[src/rtl/ccsg_pkg.sv]
package ccsg_pkg;

    // Fixed field widths of the message and reply beats.
    localparam int CMD_W     = 4;
    localparam int SEQ_W     = 16;
    localparam int WORD_W    = 64;
    localparam int VER_W     = 16;
    localparam int STATUS_W  = 3;
    localparam int CFG_IDX_W = 3;

    // Depth of the queue between the front and the back end.
    localparam int QDEPTH   = 2;
    localparam int QPTR_W   = $clog2(QDEPTH);
    localparam int QCOUNT_W = $clog2(QDEPTH + 1);

    // Offset between the peer sequence number and our own after a hello.
    localparam logic [SEQ_W-1:0] SEQ_OFFSET = 16'd2909;

    // Command opcodes.
    localparam logic [CMD_W-1:0] OP_HELLO       = 4'd0;
    localparam logic [CMD_W-1:0] OP_CHALLENGE   = 4'd1;
    localparam logic [CMD_W-1:0] OP_RESPONSE    = 4'd2;
    localparam logic [CMD_W-1:0] OP_GETCFG      = 4'd3;
    localparam logic [CMD_W-1:0] OP_RECONF      = 4'd4;
    localparam logic [CMD_W-1:0] OP_START       = 4'd5;
    localparam logic [CMD_W-1:0] OP_STOP        = 4'd6;
    localparam logic [CMD_W-1:0] OP_DELAYRECONF = 4'd7;
    localparam logic [CMD_W-1:0] OP_PANIC       = 4'd10;
    localparam logic [CMD_W-1:0] OP_RESSTAT     = 4'd11;
    localparam logic [CMD_W-1:0] OP_CANCEL      = 4'd13;

    // Reply status codes.
    localparam logic [STATUS_W-1:0] RS_OK         = 3'd0;
    localparam logic [STATUS_W-1:0] RS_EAUTH      = 3'd1;
    localparam logic [STATUS_W-1:0] RS_BADSEQ     = 3'd2;
    localparam logic [STATUS_W-1:0] RS_NOTSUPP    = 3'd3;
    localparam logic [STATUS_W-1:0] RS_DISPATCHED = 3'd4;

    // Configuration register indexes.
    localparam logic [CFG_IDX_W-1:0] REG_VERSION_MAJOR = 3'd0;
    localparam logic [CFG_IDX_W-1:0] REG_VERSION_MINOR = 3'd1;
    localparam logic [CFG_IDX_W-1:0] REG_OWN_KEY       = 3'd2;
    localparam logic [CFG_IDX_W-1:0] REG_PEER_KEY      = 3'd3;
    localparam logic [CFG_IDX_W-1:0] REG_NONCE         = 3'd4;

    // Session state.
    typedef enum logic [1:0] {
        LINK_UNCONN = 2'd0,
        LINK_CHAL   = 2'd1,
        LINK_CONN   = 2'd2
    } link_state_t;

    // A message after classification by the front end.
    typedef struct packed {
        logic [CMD_W-1:0] command;
        logic [SEQ_W-1:0] seq_num;
        logic             is_hello;
        logic             is_response;
        logic             version_ok;
        logic             auth_ok;
        logic             executable;
    } cls_t;

    // Configuration values the back end needs to build replies.
    typedef struct packed {
        logic [VER_W-1:0]  version_major;
        logic [VER_W-1:0]  version_minor;
        logic [WORD_W-1:0] challenge_code;
    } cfg_view_t;

    // Queue occupancy seen by the front end and the top level.
    typedef struct packed {
        logic [QCOUNT_W-1:0] count;
        logic                full;
        logic                empty;
    } q_status_t;

    // Commands that a connected session hands to the executor.
    function automatic logic is_executable(input logic [CMD_W-1:0] cmd);
        logic result;
        case (cmd)
            OP_GETCFG, OP_RECONF, OP_START, OP_STOP, OP_DELAYRECONF,
            OP_PANIC, OP_RESSTAT, OP_CANCEL: result = 1'b1;
            default:                         result = 1'b0;
        endcase
        return result;
    endfunction

endpackage

[src/rtl/ccsg_msg_if.sv]
interface ccsg_msg_if
    import ccsg_pkg::*;
();
    logic              valid;
    logic              ready;
    logic [CMD_W-1:0]  command;
    logic [SEQ_W-1:0]  seq_num;
    logic [WORD_W-1:0] payload;

    modport source (output valid, output command, output seq_num, output payload,
                    input ready);
    modport sink (input valid, input command, input seq_num, input payload,
                  output ready);
endinterface

[src/rtl/ccsg_reply_if.sv]
interface ccsg_reply_if
    import ccsg_pkg::*;
();
    logic                valid;
    logic                ready;
    logic [CMD_W-1:0]    reply_command;
    logic [STATUS_W-1:0] reply_status;
    logic [SEQ_W-1:0]    reply_seq;
    logic [WORD_W-1:0]   reply_word0;
    logic [VER_W-1:0]    reply_word1;
    logic                dispatch;

    modport source (output valid, output reply_command, output reply_status,
                    output reply_seq, output reply_word0, output reply_word1,
                    output dispatch, input ready);
    modport sink (input valid, input reply_command, input reply_status,
                  input reply_seq, input reply_word0, input reply_word1,
                  input dispatch, output ready);
endinterface

[src/rtl/ccsg_cfg_if.sv]
interface ccsg_cfg_if
    import ccsg_pkg::*;
();
    logic                 valid;
    logic                 ready;
    logic [CFG_IDX_W-1:0] index;
    logic [WORD_W-1:0]    data;

    modport source (output valid, output index, output data, input ready);
    modport sink (input valid, input index, input data, output ready);
endinterface

[src/rtl/ccsg_front.sv]
module ccsg_front
    import ccsg_pkg::*;
(
    input  logic            clk,
    input  logic            rst_n,
    ccsg_msg_if.sink        msg,
    ccsg_cfg_if.sink        cfg,
    input  q_status_t       q_status,
    output logic            push,
    output cls_t            item,
    output cfg_view_t       cfg_view
);

    logic [VER_W-1:0]  version_major_reg;
    logic [VER_W-1:0]  version_minor_reg;
    logic [WORD_W-1:0] own_key_reg;
    logic [WORD_W-1:0] peer_key_reg;
    logic [WORD_W-1:0] nonce_reg;

    // Configuration writes are always taken; unknown indexes are dropped.
    assign cfg.ready = 1'b1;

    always_ff @(posedge clk or negedge rst_n)
    begin
        if (!rst_n)
        begin
            version_major_reg <= 16'd1;
            version_minor_reg <= '0;
            own_key_reg       <= '0;
            peer_key_reg      <= '0;
            nonce_reg         <= '0;
        end
        else if (cfg.valid)
        begin
            case (cfg.index)
                REG_VERSION_MAJOR: version_major_reg <= cfg.data[VER_W-1:0];
                REG_VERSION_MINOR: version_minor_reg <= cfg.data[VER_W-1:0];
                REG_OWN_KEY:       own_key_reg       <= cfg.data;
                REG_PEER_KEY:      peer_key_reg      <= cfg.data;
                REG_NONCE:         nonce_reg         <= cfg.data;
                default:           ;
            endcase
        end
    end

    // A message beat is taken whenever the queue has room.
    assign msg.ready = !q_status.full;
    assign push      = msg.valid && msg.ready;

    // Classify the message: all checks that do not depend on session state.
    always_comb
    begin
        item.command     = msg.command;
        item.seq_num     = msg.seq_num;
        item.is_hello    = (msg.command == OP_HELLO);
        item.is_response = (msg.command == OP_RESPONSE);
        item.version_ok  = (msg.payload == {{(WORD_W-VER_W){1'b0}}, version_major_reg});
        item.auth_ok     = ((msg.payload ^ peer_key_reg) == nonce_reg);
        item.executable  = is_executable(msg.command);
    end

    // Values the back end stamps into replies.
    assign cfg_view.version_major  = version_major_reg;
    assign cfg_view.version_minor  = version_minor_reg;
    assign cfg_view.challenge_code = own_key_reg ^ nonce_reg;

endmodule

[src/rtl/ccsg_queue.sv]
module ccsg_queue
    import ccsg_pkg::*;
(
    input  logic      clk,
    input  logic      rst_n,
    input  logic      push,
    input  cls_t      push_item,
    input  logic      pop,
    output logic      head_valid,
    output cls_t      head_item,
    output q_status_t status
);

    cls_t                entry_reg [QDEPTH];
    logic [QPTR_W-1:0]   wr_ptr_reg;
    logic [QPTR_W-1:0]   rd_ptr_reg;
    logic [QCOUNT_W-1:0] count_reg;
    logic                do_pop;

    assign do_pop = pop && (count_reg != '0);

    // Pointers wrap at the queue depth.
    always_ff @(posedge clk or negedge rst_n)
    begin
        if (!rst_n)
        begin
            wr_ptr_reg <= '0;
            rd_ptr_reg <= '0;
            count_reg  <= '0;
        end
        else
        begin
            if (push)
            begin
                wr_ptr_reg <= (wr_ptr_reg == QPTR_W'(QDEPTH - 1)) ? '0 : wr_ptr_reg + 1'b1;
            end
            if (do_pop)
            begin
                rd_ptr_reg <= (rd_ptr_reg == QPTR_W'(QDEPTH - 1)) ? '0 : rd_ptr_reg + 1'b1;
            end
            if (push && !do_pop)
            begin
                count_reg <= count_reg + 1'b1;
            end
            else if (!push && do_pop)
            begin
                count_reg <= count_reg - 1'b1;
            end
        end
    end

    // Entry storage holds payload only.
    always_ff @(posedge clk)
    begin
        if (push)
        begin
            entry_reg[wr_ptr_reg] <= push_item;
        end
    end

    assign head_valid   = (count_reg != '0);
    assign head_item    = entry_reg[rd_ptr_reg];
    assign status.count = count_reg;
    assign status.full  = (count_reg == QCOUNT_W'(QDEPTH));
    assign status.empty = (count_reg == '0);

endmodule

[src/rtl/ccsg_back.sv]
module ccsg_back
    import ccsg_pkg::*;
(
    input  logic        clk,
    input  logic        rst_n,
    input  logic        head_valid,
    input  cls_t        head_item,
    input  cfg_view_t   cfg_view,
    output logic        pop,
    ccsg_reply_if.source reply
);

    link_state_t         link_state_reg;
    link_state_t         link_state_next;
    logic [SEQ_W-1:0]    exp_seq_reg;
    logic [SEQ_W-1:0]    exp_seq_next;
    logic [SEQ_W-1:0]    own_seq_reg;
    logic [SEQ_W-1:0]    own_seq_next;
    logic [SEQ_W-1:0]    stamp_seq;
    logic [SEQ_W-1:0]    hello_exp_seq;
    logic                seq_match;

    logic                out_valid_reg;
    logic [CMD_W-1:0]    out_cmd_reg;
    logic [CMD_W-1:0]    out_cmd_next;
    logic [STATUS_W-1:0] out_status_reg;
    logic [STATUS_W-1:0] out_status_next;
    logic [SEQ_W-1:0]    out_seq_reg;
    logic [WORD_W-1:0]   out_word0_reg;
    logic [WORD_W-1:0]   out_word0_next;
    logic [VER_W-1:0]    out_word1_reg;
    logic [VER_W-1:0]    out_word1_next;
    logic                out_disp_reg;
    logic                out_disp_next;

    // The head beat is executed when the reply register is free or draining.
    assign pop = head_valid && (!out_valid_reg || reply.ready);

    assign hello_exp_seq = head_item.seq_num + 16'd1;
    assign seq_match     = (head_item.seq_num == exp_seq_reg);
    assign stamp_seq     = head_item.is_hello ? hello_exp_seq + SEQ_OFFSET : own_seq_reg;
    assign own_seq_next  = stamp_seq + 16'd1;

    // Next session state and expected peer sequence number.
    always_comb
    begin
        link_state_next = link_state_reg;
        exp_seq_next    = exp_seq_reg;
        if (head_item.is_hello)
        begin
            exp_seq_next    = hello_exp_seq;
            link_state_next = head_item.version_ok ? LINK_CHAL : LINK_UNCONN;
        end
        else
        begin
            case (link_state_reg)
                LINK_UNCONN:
                begin
                    link_state_next = LINK_UNCONN;
                end
                LINK_CHAL:
                begin
                    if (!seq_match)
                    begin
                        link_state_next = LINK_UNCONN;
                    end
                    else
                    begin
                        exp_seq_next    = exp_seq_reg + 16'd1;
                        link_state_next = (head_item.is_response && head_item.auth_ok) ?
                                          LINK_CONN : LINK_UNCONN;
                    end
                end
                LINK_CONN:
                begin
                    if (!seq_match)
                    begin
                        link_state_next = LINK_UNCONN;
                    end
                    else
                    begin
                        exp_seq_next    = exp_seq_reg + 16'd1;
                        link_state_next = head_item.executable ? LINK_CONN : LINK_UNCONN;
                    end
                end
                default:
                begin
                    link_state_next = LINK_UNCONN;
                end
            endcase
        end
    end

    // Reply contents for the head beat.
    always_comb
    begin
        out_cmd_next    = head_item.command;
        out_status_next = RS_EAUTH;
        out_word0_next  = '0;
        out_word1_next  = '0;
        out_disp_next   = 1'b0;
        if (head_item.is_hello)
        begin
            if (head_item.version_ok)
            begin
                out_cmd_next    = OP_CHALLENGE;
                out_status_next = RS_OK;
                out_word0_next  = cfg_view.challenge_code;
            end
            else
            begin
                out_cmd_next    = OP_HELLO;
                out_status_next = RS_NOTSUPP;
                out_word0_next  = {{(WORD_W-VER_W){1'b0}}, cfg_view.version_major};
                out_word1_next  = cfg_view.version_minor;
            end
        end
        else
        begin
            case (link_state_reg)
                LINK_CHAL:
                begin
                    if (!seq_match)
                    begin
                        out_status_next = RS_BADSEQ;
                    end
                    else if (head_item.is_response && head_item.auth_ok)
                    begin
                        out_status_next = RS_OK;
                    end
                end
                LINK_CONN:
                begin
                    if (!seq_match)
                    begin
                        out_status_next = RS_BADSEQ;
                    end
                    else if (head_item.executable)
                    begin
                        out_status_next = RS_DISPATCHED;
                        out_disp_next   = 1'b1;
                    end
                end
                default:
                begin
                    out_status_next = RS_EAUTH;
                end
            endcase
        end
    end

    // Session state and reply valid.
    always_ff @(posedge clk or negedge rst_n)
    begin
        if (!rst_n)
        begin
            link_state_reg <= LINK_UNCONN;
            exp_seq_reg    <= '0;
            own_seq_reg    <= '0;
            out_valid_reg  <= 1'b0;
        end
        else
        begin
            if (pop)
            begin
                link_state_reg <= link_state_next;
                exp_seq_reg    <= exp_seq_next;
                own_seq_reg    <= own_seq_next;
                out_valid_reg  <= 1'b1;
            end
            else if (reply.ready)
            begin
                out_valid_reg <= 1'b0;
            end
        end
    end

    // Reply payload register.
    always_ff @(posedge clk)
    begin
        if (pop)
        begin
            out_cmd_reg    <= out_cmd_next;
            out_status_reg <= out_status_next;
            out_seq_reg    <= stamp_seq;
            out_word0_reg  <= out_word0_next;
            out_word1_reg  <= out_word1_next;
            out_disp_reg   <= out_disp_next;
        end
    end

    assign reply.valid         = out_valid_reg;
    assign reply.reply_command = out_cmd_reg;
    assign reply.reply_status  = out_status_reg;
    assign reply.reply_seq     = out_seq_reg;
    assign reply.reply_word0   = out_word0_reg;
    assign reply.reply_word1   = out_word1_reg;
    assign reply.dispatch      = out_disp_reg;

endmodule

[src/rtl/control_channel_session_gate.sv]
// Control channel session gate.
// Channels: msg carries control message beats (command, seq_num, payload),
// reply carries one reply beat per message, and cfg writes the five
// configuration registers by index (version major/minor, own and peer
// challenge keys, nonce). All channels use valid/ready; cfg is always ready.
// Every accepted message beat produces exactly one reply beat, in order.
// Path: an accepted beat goes into the two-entry queue and, once the reply
// register is free or draining, into the reply register that drives reply.
// Throughput: one message per cycle while reply.ready stays high; the queue
// lets the front keep taking beats while the back end waits on a stalled
// reply.
// When the receiver holds reply.ready low, the reply register holds its beat,
// the queue fills and msg.ready drops once the queue holds two beats.
// Reset clears the session to unconnected, both sequence numbers to zero,
// version_major to one and all other configuration registers to zero.
// The user must write configuration only while no message is in flight; the block itself does not enforce it.
module control_channel_session_gate
    import ccsg_pkg::*;
(
    input  logic         clk,
    input  logic         rst_n,
    ccsg_msg_if.sink     msg,
    ccsg_reply_if.source reply,
    ccsg_cfg_if.sink     cfg
);

    logic      push;
    logic      pop;
    logic      head_valid;
    cls_t      push_item;
    cls_t      head_item;
    cfg_view_t cfg_view;
    q_status_t q_status;

    // Accept and classify messages, hold configuration.
    ccsg_front u_front (
        .clk      (clk),
        .rst_n    (rst_n),
        .msg      (msg),
        .cfg      (cfg),
        .q_status (q_status),
        .push     (push),
        .item     (push_item),
        .cfg_view (cfg_view)
    );

    // Decouple classification from execution.
    ccsg_queue u_queue (
        .clk        (clk),
        .rst_n      (rst_n),
        .push       (push),
        .push_item  (push_item),
        .pop        (pop),
        .head_valid (head_valid),
        .head_item  (head_item),
        .status     (q_status)
    );

    // Run the session and build replies.
    ccsg_back u_back (
        .clk        (clk),
        .rst_n      (rst_n),
        .head_valid (head_valid),
        .head_item  (head_item),
        .cfg_view   (cfg_view),
        .pop        (pop),
        .reply      (reply)
    );

    // The queue never holds more beats than its depth.
    assert property (@(posedge clk) disable iff (!rst_n)
        q_status.count <= QCOUNT_W'(QDEPTH))
        else $error("queue count exceeds depth");

    // A beat taken without a pop leaves the queue non-empty.
    assert property (@(posedge clk) disable iff (!rst_n)
        (push && !pop) |=> !q_status.empty)
        else $error("pushed beat lost from queue");

    // A pop only happens when a beat is present, and then a reply follows.
    assert property (@(posedge clk) disable iff (!rst_n)
        pop |=> reply.valid)
        else $error("executed beat produced no reply");

    // Dispatch is flagged only with the dispatched status.
    assert property (@(posedge clk) disable iff (!rst_n)
        (reply.valid && reply.dispatch) |-> (reply.reply_status == RS_DISPATCHED))
        else $error("dispatch without dispatched status");

endmodule

[src/flat_wrapper.sv]
// flat-port wrapper written by rule: the top's interface ports become plain ports
module control_channel_session_gate_flat import ccsg_pkg::*;
  (clk, rst_n, msg_valid, msg_command, msg_seq_num, msg_payload, msg_ready, reply_valid, reply_reply_command, reply_reply_status, reply_reply_seq, reply_reply_word0, reply_reply_word1, reply_dispatch, reply_ready, cfg_valid, cfg_index, cfg_data, cfg_ready);
  ccsg_msg_if msg_i ();
  ccsg_reply_if reply_i ();
  ccsg_cfg_if cfg_i ();
  input  logic clk;
  input  logic rst_n;
  input wire logic [$bits(msg_i.valid)-1:0] msg_valid;
  input wire logic [$bits(msg_i.command)-1:0] msg_command;
  input wire logic [$bits(msg_i.seq_num)-1:0] msg_seq_num;
  input wire logic [$bits(msg_i.payload)-1:0] msg_payload;
  output wire logic [$bits(msg_i.ready)-1:0] msg_ready;
  output wire logic [$bits(reply_i.valid)-1:0] reply_valid;
  output wire logic [$bits(reply_i.reply_command)-1:0] reply_reply_command;
  output wire logic [$bits(reply_i.reply_status)-1:0] reply_reply_status;
  output wire logic [$bits(reply_i.reply_seq)-1:0] reply_reply_seq;
  output wire logic [$bits(reply_i.reply_word0)-1:0] reply_reply_word0;
  output wire logic [$bits(reply_i.reply_word1)-1:0] reply_reply_word1;
  output wire logic [$bits(reply_i.dispatch)-1:0] reply_dispatch;
  input wire logic [$bits(reply_i.ready)-1:0] reply_ready;
  input wire logic [$bits(cfg_i.valid)-1:0] cfg_valid;
  input wire logic [$bits(cfg_i.index)-1:0] cfg_index;
  input wire logic [$bits(cfg_i.data)-1:0] cfg_data;
  output wire logic [$bits(cfg_i.ready)-1:0] cfg_ready;
  assign msg_i.valid = msg_valid;
  assign msg_i.command = msg_command;
  assign msg_i.seq_num = msg_seq_num;
  assign msg_i.payload = msg_payload;
  assign msg_ready = msg_i.ready;
  assign reply_valid = reply_i.valid;
  assign reply_reply_command = reply_i.reply_command;
  assign reply_reply_status = reply_i.reply_status;
  assign reply_reply_seq = reply_i.reply_seq;
  assign reply_reply_word0 = reply_i.reply_word0;
  assign reply_reply_word1 = reply_i.reply_word1;
  assign reply_dispatch = reply_i.dispatch;
  assign reply_i.ready = reply_ready;
  assign cfg_i.valid = cfg_valid;
  assign cfg_i.index = cfg_index;
  assign cfg_i.data = cfg_data;
  assign cfg_ready = cfg_i.ready;
  control_channel_session_gate u_core (.clk(clk), .rst_n(rst_n), .msg(msg_i), .reply(reply_i), .cfg(cfg_i));
endmodule
[config.mk]
export PLATFORM = sky130hd
export DESIGN_NAME = control_channel_session_gate_flat
export DESIGN_NICKNAME = d
export VERILOG_FILES = /design/src/rtl/ccsg_pkg.sv /design/src/rtl/ccsg_msg_if.sv /design/src/rtl/ccsg_reply_if.sv /design/src/rtl/ccsg_cfg_if.sv /design/src/rtl/ccsg_front.sv /design/src/rtl/ccsg_queue.sv /design/src/rtl/ccsg_back.sv /design/src/rtl/control_channel_session_gate.sv /design/src/flat_wrapper.sv
export SDC_FILE = /design/constraint.sdc
export NUM_CORES = 1
export LEC_CHECK = 0
export BUFFER_PORTS_ARGS = -buffer_cell sky130_fd_sc_hd__buf_2
export CAP_MARGIN = 40
export CORE_ASPECT_RATIO = 0.5
export CORE_MARGIN = 8
export CORE_UTILIZATION = 50
export DETAILED_ROUTE_END_ITERATION = 16
export HOLD_SLACK_MARGIN = 0.06
export PLACE_DENSITY = 0.78
export SETUP_SLACK_MARGIN = 0.5
export SYNTH_ARGS = -nofsm -noshare
export SYNTH_HDL_FRONTEND = slang
export SYNTH_SLANG_ARGS = --single-unit
[constraint.sdc]
create_clock -name clk -period 5.35 [get_ports clk]
set_input_delay 0.535 -clock clk [delete_from_list [all_inputs] [get_ports clk]]
set_output_delay 0.535 -clock clk [all_outputs]
set_load 0.005 [all_outputs]
Word level (Yosys, flattened, before mapping)
Memory sizes are Yosys's and may differ from the RTL's.
Cells that the tools add are included.
{"block": "totals", "regBits": 367, "ramBits": 50, "mem_bits_ro": 16, "inputBits": 156, "mem_count": 2}
{"name": "u_core.u_queue.entry_reg", "depth": 2, "width": 25, "rd": 1, "rd_ports_with_merged_regs": 0, "wr": 1, "line": "ccsg_queue.sv:14", "rtl": "cls_t entry_reg [QDEPTH];"}
{"name": "(name not given)", "depth": 16, "width": 1, "rd": 1, "rd_ports_with_merged_regs": 0, "wr": 0, "line": "ccsg_pkg.sv:81", "rtl": "case (cmd)"}
{"block": "op_classes", "add_sub_neg": 8, "n_eq_ne": 11, "n_mux": 30, "bitwise": 5, "n_reduce_logical": 28}
{"cell": "$xor A64 B64 Y64", "n": 2}
{"cell": "$mux W16", "n": 5}
{"cell": "$eq A64 B16 Y1", "n": 1}
{"cell": "$eq A64 B64 Y1", "n": 1}
{"cell": "$add A16 B1 Y16 const B", "n": 3}
{"cell": "$mux W2", "n": 9}
{"cell": "$add A16 B12 Y16 const B", "n": 1}
{"cell": "$eq A16 B16 Y1", "n": 1}
{"cell": "$reduce_and A2 Y1", "n": 6}
{"cell": "$mux W1", "n": 10}
{"cell": "$reduce_bool A2 Y1", "n": 5}
{"cell": "$mux W3", "n": 3}
{"cell": "$eq A3 B2 Y1 const B", "n": 2}
{"cell": "$logic_and A1 B1 Y1", "n": 6}
{"cell": "$pmux W3 S2", "n": 1}
{"cell": "$eq A2 B2 Y1 const B", "n": 2}
{"cell": "$eq A4 B2 Y1 const B", "n": 1}
{"cell": "$logic_not A1 Y1", "n": 4}
{"cell": "$logic_not A4 Y1", "n": 1}
{"cell": "$mux W4", "n": 1}
{"cell": "$pmux W2 S2", "n": 1}
{"cell": "$reduce_or A2 Y1", "n": 2}
{"cell": "$eq A3 B1 Y1 const B", "n": 1}
{"cell": "$eq A3 B3 Y1 const B", "n": 1}
{"cell": "other kinds (9)", "n": 12}

Logic depth before layout (Yosys ltp)
Gate-level depths: netlist of run 1.
{"block": "logic_depth", "word_depth": 7, "mapped_depth": 17, "ltp_nobuf": 13}

Cells and area by module
From an unflattened synthesis of run 1, not the netlist that was laid out.
{"block": "hier_totals", "cells_unflattened": 1425, "hier_area_um2": 20191.9}
{"module": "ccsg_front", "instances": 1, "cells_per_inst": 695, "area_per_inst_um2": 11019.3}
{"module": "ccsg_back", "instances": 1, "cells_per_inst": 635, "area_per_inst_um2": 7071.8}
{"module": "ccsg_queue", "instances": 1, "cells_per_inst": 95, "area_per_inst_um2": 2100.8}

Worst setup path after synthesis of run 1
OpenSTA, ideal clock, no wires.
{"block": "synth_timing", "path_type": "register to register", "from": "register u_core.u_queue.rd_ptr_reg", "to": "register u_core.u_back.own_seq_reg[14]", "arrival_time_ns": 3.947, "required_time_ns": 5.223, "path_slack_ns": 1.276, "path_stages_with_launch": 18, "n_path_buf": 7, "period_less_slack_ns": 4.074, "cell_sequence": "dfrtp_1 buf_6 buf_12 clkbuf_8 mux2i_1 clkbuf_8 clkbuf_1 clkbuf_1 buf_1 nand2_1 o21ai_0 ha_1 o2111a_1 nand4_1 nor4_4 nand4_1 xnor2_1 mux2_2"}
{"block": "synth_via", "elab_chain_len": 5}
{"element": "start: declaration", "line": "ccsg_queue.sv:16", "rtl": "logic [QPTR_W-1:0] rd_ptr_reg;"}
{"element": "start signal: assignment", "line": "ccsg_queue.sv:39", "rtl": "rd_ptr_reg <= (rd_ptr_reg == QPTR_W'(QDEPTH - 1)) ? '0 : rd_ptr_reg + 1'b1;"}
{"element": "$mem_v2 Z2 W25 *"}
{"element": "$add A16 B1 Y16", "line": "ccsg_back.sv:39", "rtl": "assign hello_exp_seq = head_item.seq_num + 16'd1;"}
{"element": "$add A16 B12 Y16", "line": "ccsg_back.sv:41", "rtl": "assign stamp_seq = head_item.is_hello ? hello_exp_seq + SEQ_OFFSET : own_seq_reg;"}
{"element": "$mux W16 *", "line": "ccsg_back.sv:41"}
{"element": "via u_core.u_back.stamp_seq[1]", "line": "ccsg_back.sv:19", "rtl": "logic [SEQ_W-1:0] stamp_seq;"}
{"element": "$add A16 B1 Y16 *", "line": "ccsg_back.sv:42", "rtl": "assign own_seq_next = stamp_seq + 16'd1;"}
{"element": "end signal: assignment", "line": "ccsg_back.sv:168", "rtl": "own_seq_reg <= own_seq_next;"}
{"element": "end: declaration", "line": "ccsg_back.sv:17", "rtl": "logic [SEQ_W-1:0] own_seq_reg;"}
The timed path passes the listed nets; every way through them passes the cells marked *.
A chain may end at the register's enable or synchronous reset.

Final worst setup path of run 1
Ends and elaborated chain as after synthesis.

==> results of run 1 <==
==> cell families (layout without fill, tap and decap cells) <==
group           Yosys count  after routing  share of synthesized area
simple gates            310            310                     0.0823
fa+ha+maj                 8              8                    0.00514
xor+xnor                253            253                      0.115
compound gates          162            162                     0.0611
flops                   417            417                      0.575
buf+inv                  69            368                     0.0171
other cells               1              9                   0.000192
mux                     250            250                      0.144
==> layer usage <==
layer / vias up / GRT usage / routed length (um)
met5: - / 0 / 70
met4: 12 / 0.0748 / 1320
met3: 92 / 0.0412 / 2300
met2: 269 / 0.384 / 26400
met1: 6285 / 0.242 / 18700
li1: 5838 / - / -
==> how the worst max path moves through the flow <==
| stage | end | slack, ps |
|---|---|---|
| after floorplan | u_core.u_back.own_seq_reg[14]$_DFFE_PN0P_ | 1280 |
| after global placement | u_core.u_back.own_seq_reg[14]$_DFFE_PN0P_ | 1430 |
| after detailed placement | u_core.u_back.own_seq_reg[14]$_DFFE_PN0P_ | 1330 |
| after CTS | u_core.u_back.own_seq_reg[14]$_DFFE_PN0P_ | 1300 |
| after global routing | u_core.u_back.own_seq_reg[14]$_DFFE_PN0P_ | 900 |
| final | u_core.u_back.own_seq_reg[14]$_DFFE_PN0P_ | 1270 |
==> cell usage in the layout (no fill, tap or decap), types with 6 or more instances in the layout <==
master / netlist / layout
nor3_1: 10 / 9
mux2_2: 228 / 228
nor4_1: 37 / 37
nand2_1: 74 / 73
o21a_1: 6 / 6
mux2i_1: 19 / 18
inv_1: 13 / 13
nand3_1: 24 / 23
nand4_1: 15 / 15
buf_2: 5 / 261
buf_4: 1 / 18
clkinv_2: 0 / 8
clkbuf_1: 37 / 8
a21oi_1: 35 / 35
o21ai_0: 35 / 35
ha_1: 8 / 8
a211oi_1: 18 / 18
xor2_1: 15 / 15
diode_2: 0 / 8
o2111ai_1: 6 / 6
edfxtp_1: 154 / 154
and2_1: 18 / 18
nor2_1: 88 / 86
xnor2_1: 237 / 237
clkbuf_16: 0 / 39
dfrtp_1: 262 / 261
==> layout make-up <==
class / count / area (um^2) / share of cell area
Multi-Input combinational cell: 984 / 7990 / 0.352
Clock inverter: 18 / 129 / 0.00568
Antenna cell: 8 / 20.0 / 0.000883
Sequential cell: 417 / 11200 / 0.494
Tap cell: 530 / 663 / 0.0292
Timing Repair Buffer: 284 / 1540 / 0.0680
Clock buffer: 52 / 1070 / 0.0474
Inverter: 14 / 55.1 / 0.00243
==> power breakdown <==
| part | total, mW | internal [mW] | switching, mW |
|---|---|---|---|
| Combinational | 4.01 | 1.77 | 2.24 |
| Sequential | 5.12 | 4.48 | 0.644 |
| Clock | 2.67 | 1.44 | 1.23 |
| Total | 11.8 | 7.69 | 4.11 |
==> critical path, delay by kind of cell (launching register included) <==
kind	cells	cell delay, ps
fa+ha+maj	1	310
buf+inv	1	90
xor+xnor	1	140
mux	2	680
simple gates	3	740
flops	1	500
compound gates	5	1480
==> repair_timing <==
item / in CTS / in global routing
hold buffers: 1 / 0
hold endpoints to repair: 67 / 0
gates resized for setup: 0 / 0
==> metrics by stage <==
step           power (mW)   util  setup slack (ps)  area (um^2)  std cells
2_1_floorplan        7.79      -              1280        19500       1470
3_3_place_gp         9.04  0.553              1430        21400       2224
3_5_place_dp         9.19  0.555              1330        21500       2228
4_1_cts              11.9  0.586              1300        22700       2299
5_1_grt              12.5  0.587               901        22700       2307
6_report             11.8  0.587              1270        22700       2307
==> summary.md, run 1 <==
| Metric | Value |
|---|---|
| Core Area | `approximately 0.039 mm^2` |
| Crit path time final | `4080 ps` |
| Crit path required time | `between 5000 and 6000 ps` |
| Arrival time worst endpoint | `between 4000 and 5000 ps` |
| Per-cell routed wire length | `21.1 um` |
| DRC | `0` |
| DR vias/cell | `roughly 5.4` |
| Die width | `295 um` |
| Vias in the first global route | `13000` |
| Worst Hold End | `u_core.u_queue.entry_reg[0][9]$_DFFE_PP_` |
| Most numerous cell in the Yosys netlist | `dfrtp_1` |
| EDFF count, synth | `~150` |
| Worst setup EP type | `flip-flop` |
| Synth area leader | `dfrtp_1` |
| Chip Height | `between 150 and 200 um` |
| WHS Path Cells | `1` |
| Post-synth top flop | `dfrtp_1` |
| Final Hold Viols | `0` |
| Clock skew | `about 30 ps` |
| Die Area | `0.0459 mm^2` |
| Setup violators final | `0` |
| Status | `complete, no violations` |
| Fillers | `3100` |
| Clock-pin transition on the worst setup and hold timing paths | `roughly 70 ps` |
| H-tree Lvls | `2` |
| Synth area leaders | `dfrtp_1 34%, edfxtp_1 24%, mux2_2 13%` |
| Worst reg2reg path depth | `13` |
| Lkg Pwr | `approximately 9 nW` |
| Hold_ws | `roughly 180 ps` |
| Worst path cell trace | `mux2i_4 > inv_1 > ha_1 > a21o_2 > a21oi_1 > o21ai_0 > a2bb2oi_1 > a21oi_1 > nand4_1 > nor4_4 > nand4_1 > xnor2_1 > mux2_2` |
| # rows | `51` |
| Initial Util | `0.504` |
| Final max-slew violation count | `0` |
| Post-Synthesis Cells | `between 1000 and 1500` |
| I/O Buffers | `between 200 and 300` |
| Hpwl dp | `34800 um` |
| Max Fclk | `~250 MHz` |
| Antenna violations before repair | `14` |
| CTS Buf Count | `39` |
| Largest net degree at the start of global routing | `between 100 and 150` |
| YS warnings | `0` |
| Worst slew margin | `0.398` |
| Most common library cells after synthesis | `262 x dfrtp_1, 237 x xnor2_1, 228 x mux2_2` |
| Maxcap violations | `0` |
| Layout net count | `approximately 1900` |
| CP peak stage delay | `500 ps` |
| Worst-Margin Slew | `approximately 900 ps` |
| Layout cells sized above 1 | `0.353` |
| Flops & latches, synth | `417` |
| Top Ports | `263` |
| CTS tree | `yes` |
| Remaining antenna violation count after routing | `0` |
| RR Endpoint | `u_core.u_back.own_seq_reg[14]$_DFFE_PN0P_` |
| Critical Path Source | `u_core.u_queue.rd_ptr_reg$_DFFE_PN0P_` |
| GPL Wtd Cong | `0.864` |
| Detailed router's first-iteration violation count | `approximately 890` |
| Layout area overhead | `16.4%` |
| Tot GR Track Use | `0.209` |
| Crit-path max FO | `9` |
| Synth top area share | `0.337` |
| Clock net sink count | `417` |
| R2R setup slack | `about 1300 ps` |
| Worst r2r src | `u_core.u_queue.rd_ptr_reg$_DFFE_PN0P_` |
| Worst skew pair latency | `550 ps` |
| Worst Setup Start Kind | `flip-flop` |
| Maximum root-to-sink buffer count | `3` |
| Clock root buffer | `clkbuf_16` |
| Critical path class | `reg -> reg` |
| Pre-antenna DRT Iters | `7` |
| Post-Syn Area | `0.0195 mm^2` |
| Sequential fraction of the synthesis area | `0.575` |
| Setup TNS Final | `0 ps` |
| Via count | `between 10000 and 15000` |
| Postcts setup bufs | `0` |
| WL final | `slightly below 50000 um` |
| Unrepaired setup endpoints after global routing | `false` |
| HP Class | `in -> reg` |
| Syn_area_per_cell | `about 13 um^2` |
| Post-synth ARST share | `0.631` |
| GRT overflow | `0` |
| Worst VDD drop | `approximately 0.25 mV` |
| Cell variety after synth | `94` |
| Fin crit share | `0.762` |
| Hold Startpoint | `msg_seq_num[4]` |
| Critical-path top delay cell | `dfrtp_2` |
| Cell Pwr Density | `between 500 and 600 mW/mm^2` |
| Global-route wire length before repair | `75100 um` |
| Post-Syn Nets | `1634` |
No activity file was read; power rests on OpenSTA's default activity.
==> run 2, diff against run 1 <==
==> constraint.sdc (replaced) <==
create_clock -name clk -period 3.9 [get_ports clk]
set_input_delay 0.39 -clock clk [delete_from_list [all_inputs] [get_ports clk]]
set_output_delay 0.39 -clock clk [all_outputs]
set_load 0.005 [all_outputs]
==> summary.md, run 2 (same netlist as run 1, synthesis figures left out) <==
| Metric | Value |
|---|---|
| Status | `complete, no violations` |
| Max Fclk | `290 MHz (+18%)` |
| Tot GR Track Use | `0.210 (+0.00134)` |
| Die Area | `0.0459 mm^2 (unchanged)` |
| Crit path time final | `3440 ps (-636 ps)` |
| Area post-placement | `0.0216 mm^2 (+0.70%)` |
| Final Util | `0.606 (+0.0196)` |
| Setup violators final | `0 (unchanged)` |
| Largest net degree at the start of global routing | `124 (-6.8%)` |
| Core Area | `0.0387 mm^2 (unchanged)` |
| Detailed router's first-iteration violation count | `961 (+7.7%)` |
| Remaining antenna violation count after routing | `0 (unchanged)` |
| Most common cell after layout, fill and taps aside | `dfrtp_1` |
| Layout area overhead | `20.3%` |
| Clk pwr share | `0.230 (+0.004)` |
| CTS tree | `yes` |
| Pre-CTS WS | `235 ps (-1090 ps)` |
| DRC | `0 (unchanged)` |
| Maxcap violations | `0 (unchanged)` |
| Clock root buffer | `clkbuf_16` |
| Pre-antenna DRT Iters | `5 (-2)` |
| Layout net count | `1957 (+2.8%)` |
| Clock net sink count | `417 (unchanged)` |
| H-tree Lvls | `2 (unchanged)` |
| Cell Pwr Density | `720 mW/mm^2 (+38%)` |
| Sequential share of power | `0.416 (-0.018)` |
| Hpwl dp | `35300 um (+1.6%)` |
| P_int | `11.1 mW (+44%)` |
| Crit path required time | `4320 ps (-1440 ps)` |
| Chip Height | `156 um (unchanged)` |
| Most frequent cells in the layout | `261 x dfrtp_1, 260 x buf_2, 234 x xnor2_1` |
| Worst-Margin Slew | `947 ps (+44.4 ps)` |
| GPL Wtd Cong | `0.899 (+4.1%)` |
| Clock skew | `18.7 ps (-10.8 ps)` |
| Worst slew margin | `0.369 (-0.0296)` |
| Crit-path max FO | `5 (-4)` |
| Hold_ws | `91.4 ps (-90.8 ps)` |
| DR vias/cell | `5.43 (+0.20%)` |
| Worst setup EP type | `flip-flop` |
| CTS Buf Count | `39 (unchanged)` |
| Per-cell routed wire length | `20.8 um (-1.6%)` |
| Top Ports | `263 (unchanged)` |
| Sw Pwr | `5.82 mW (+42%)` |
| Final setup margin | `456 ps (-814 ps)` |
| Design Area, Final | `0.0234 mm^2 (+3.3%)` |
| Worst Setup Start Kind | `flip-flop` |
| Worst skew pair latency | `550 ps (about the same)` |
| Layout cells sized above 1 | `0.376 (+0.0230)` |
| Clock-pin transition on the worst setup and hold timing paths | `70 ps (about the same)` |
| Initial Util | `0.504 (unchanged)` |
| Die width | `295 um (unchanged)` |
| Arrival time worst endpoint | `3870 ps (-620 ps)` |
| Final max-slew violation count | `0 (unchanged)` |
| Fin crit share | `0.883 (+0.120)` |
| Maximum root-to-sink buffer count | `3 (unchanged)` |
| Vias in the first global route | `13200 (+1.4%)` |
| GRT overflow | `0 (unchanged)` |
| Antenna violations before repair | `10 (-4)` |
| Unrepaired setup endpoints after global routing | `true` |
| I/O Buffers | `261 (unchanged)` |
| Critical path class | `reg -> reg` |
| Global-route wire length before repair | `75600 um (+0.73%)` |
| WL final | `49000 um (+0.58%)` |
| Lkg Pwr | `9.42 nW (+3.9%)` |
| Via count | `12800 (+2.4%)` |
| HP Class | `in -> reg` |
| Setup TNS Final | `0 ps (unchanged)` |
| Fillers | `3017 (-2.7%)` |
| Comb power frac | `0.353 (+0.013)` |
| Sw Ratio | `0.345 (-0.00375)` |
| Final Hold Viols | `0 (unchanged)` |
| Worst VDD drop | `0.345 mV (+36%)` |
| # rows | `51 (unchanged)` |
## run 2: cell count changes in the layout (fill, tap and decap cells not counted), moves of 3 or more
cell           change
a21oi_1            -3
clkinv_2           -3
buf_6              +4
xnor2_1            -3
buf_12             +3
xnor2_2            +3
dlygate4sd3_1     +16
bufinv_16          +3
buf_4             +31
diode_2            -3
## run 2: path summary, 6_finish.rpt
| check | startpoint | end | slack, ps | cells past startpoint |
|---|---|---|---|---|
| min | msg_command[1] | u_core.u_queue.entry_reg[0][22]$_DFFE_PP_ | 90 | 1 |
| max in group asynchronous | rst_n | u_core.u_front.nonce_reg[57]$_DFFE_PN0P_ | 2330 | 3 |
| min in group asynchronous | rst_n | u_core.u_front.own_key_reg[62]$_DFFE_PN0P_ | 530 | 2 |
| max reg2reg | u_core.u_queue.rd_ptr_reg$_DFFE_PN0P_ | u_core.u_back.own_seq_reg[15]$_DFFE_PN0P_ | 460 | 14 |
| min reg2reg | u_core.u_back.own_seq_reg[12]$_DFFE_PN0P_ | u_core.u_back.own_seq_reg[12]$_DFFE_PN0P_ | 490 | 2 |
| max | u_core.u_queue.rd_ptr_reg$_DFFE_PN0P_ | u_core.u_back.own_seq_reg[15]$_DFFE_PN0P_ | 460 | 14 |
## run 2: power by group through the flow
stage          Combinational, mW  Clock, mW  Sequential, mW
2_1_floorplan               3.84          0            6.92
3_3_place_gp                5.44          0            7.07
3_5_place_dp                5.62          0            7.10
4_1_cts                     5.87       3.95            7.02
5_1_grt                     6.50       4.12            7.16
6_report                    5.97       3.89            7.02
## run 2: critical path, stage by stage (launching register included)
cell and delay, ps:
dfrtp_2 470, mux2_4 360, ha_2 230, inv_4 100, a211oi_4 50, buf_4 160
buf_4 130, a21bo_2 230, and2_2 230, or3_4 350, o211ai_4 260, nor4_4 90
and3_4 210, and3b_1 170, o31a_1 270
## run 2: routing by layer
| layer | wire [um] | global-route usage | vias up | share of wire |
|---|---|---|---|---|
| li1 | - | - | 5944 | - |
| met1 | 19100 | 0.247 | 6481 | 0.39 |
| met2 | 26500 | 0.392 | 268 | 0.54 |
| met3 | 1950 | 0.0362 | 95 | 0.040 |
| met4 | 1340 | 0.0649 | 10 | 0.027 |
| met5 | 68 | 0 | - | 0.0014 |
## run 2: cell type report
type	count	area, um^2	area share
Multi-Input combinational cell	984	8180	0.349
Clock buffer	53	1080	0.0460
Sequential cell	417	11200	0.478
Clock inverter	18	209	0.00891
Inverter	14	57.6	0.00246
Antenna cell	5	12.5	0.000534
Tap cell	530	663	0.0283
Timing Repair Buffer	337	2030	0.0868
## run 2: stage by stage
step	power (mW)	instances
after floorplan	10.8	1470
after global placement	12.5	2234
after detailed placement	12.7	2237
after CTS	16.8	2341
after global routing	17.8	2358
final	16.9	2358
## run 2: repair_timing
action,CTS,global route
hold buffers,17,0
pin swaps,12,16
resized for setup,17,16
endpoints found under the hold margin,150,0
setup buffers,16,12
endpoints found under the setup margin,4,6
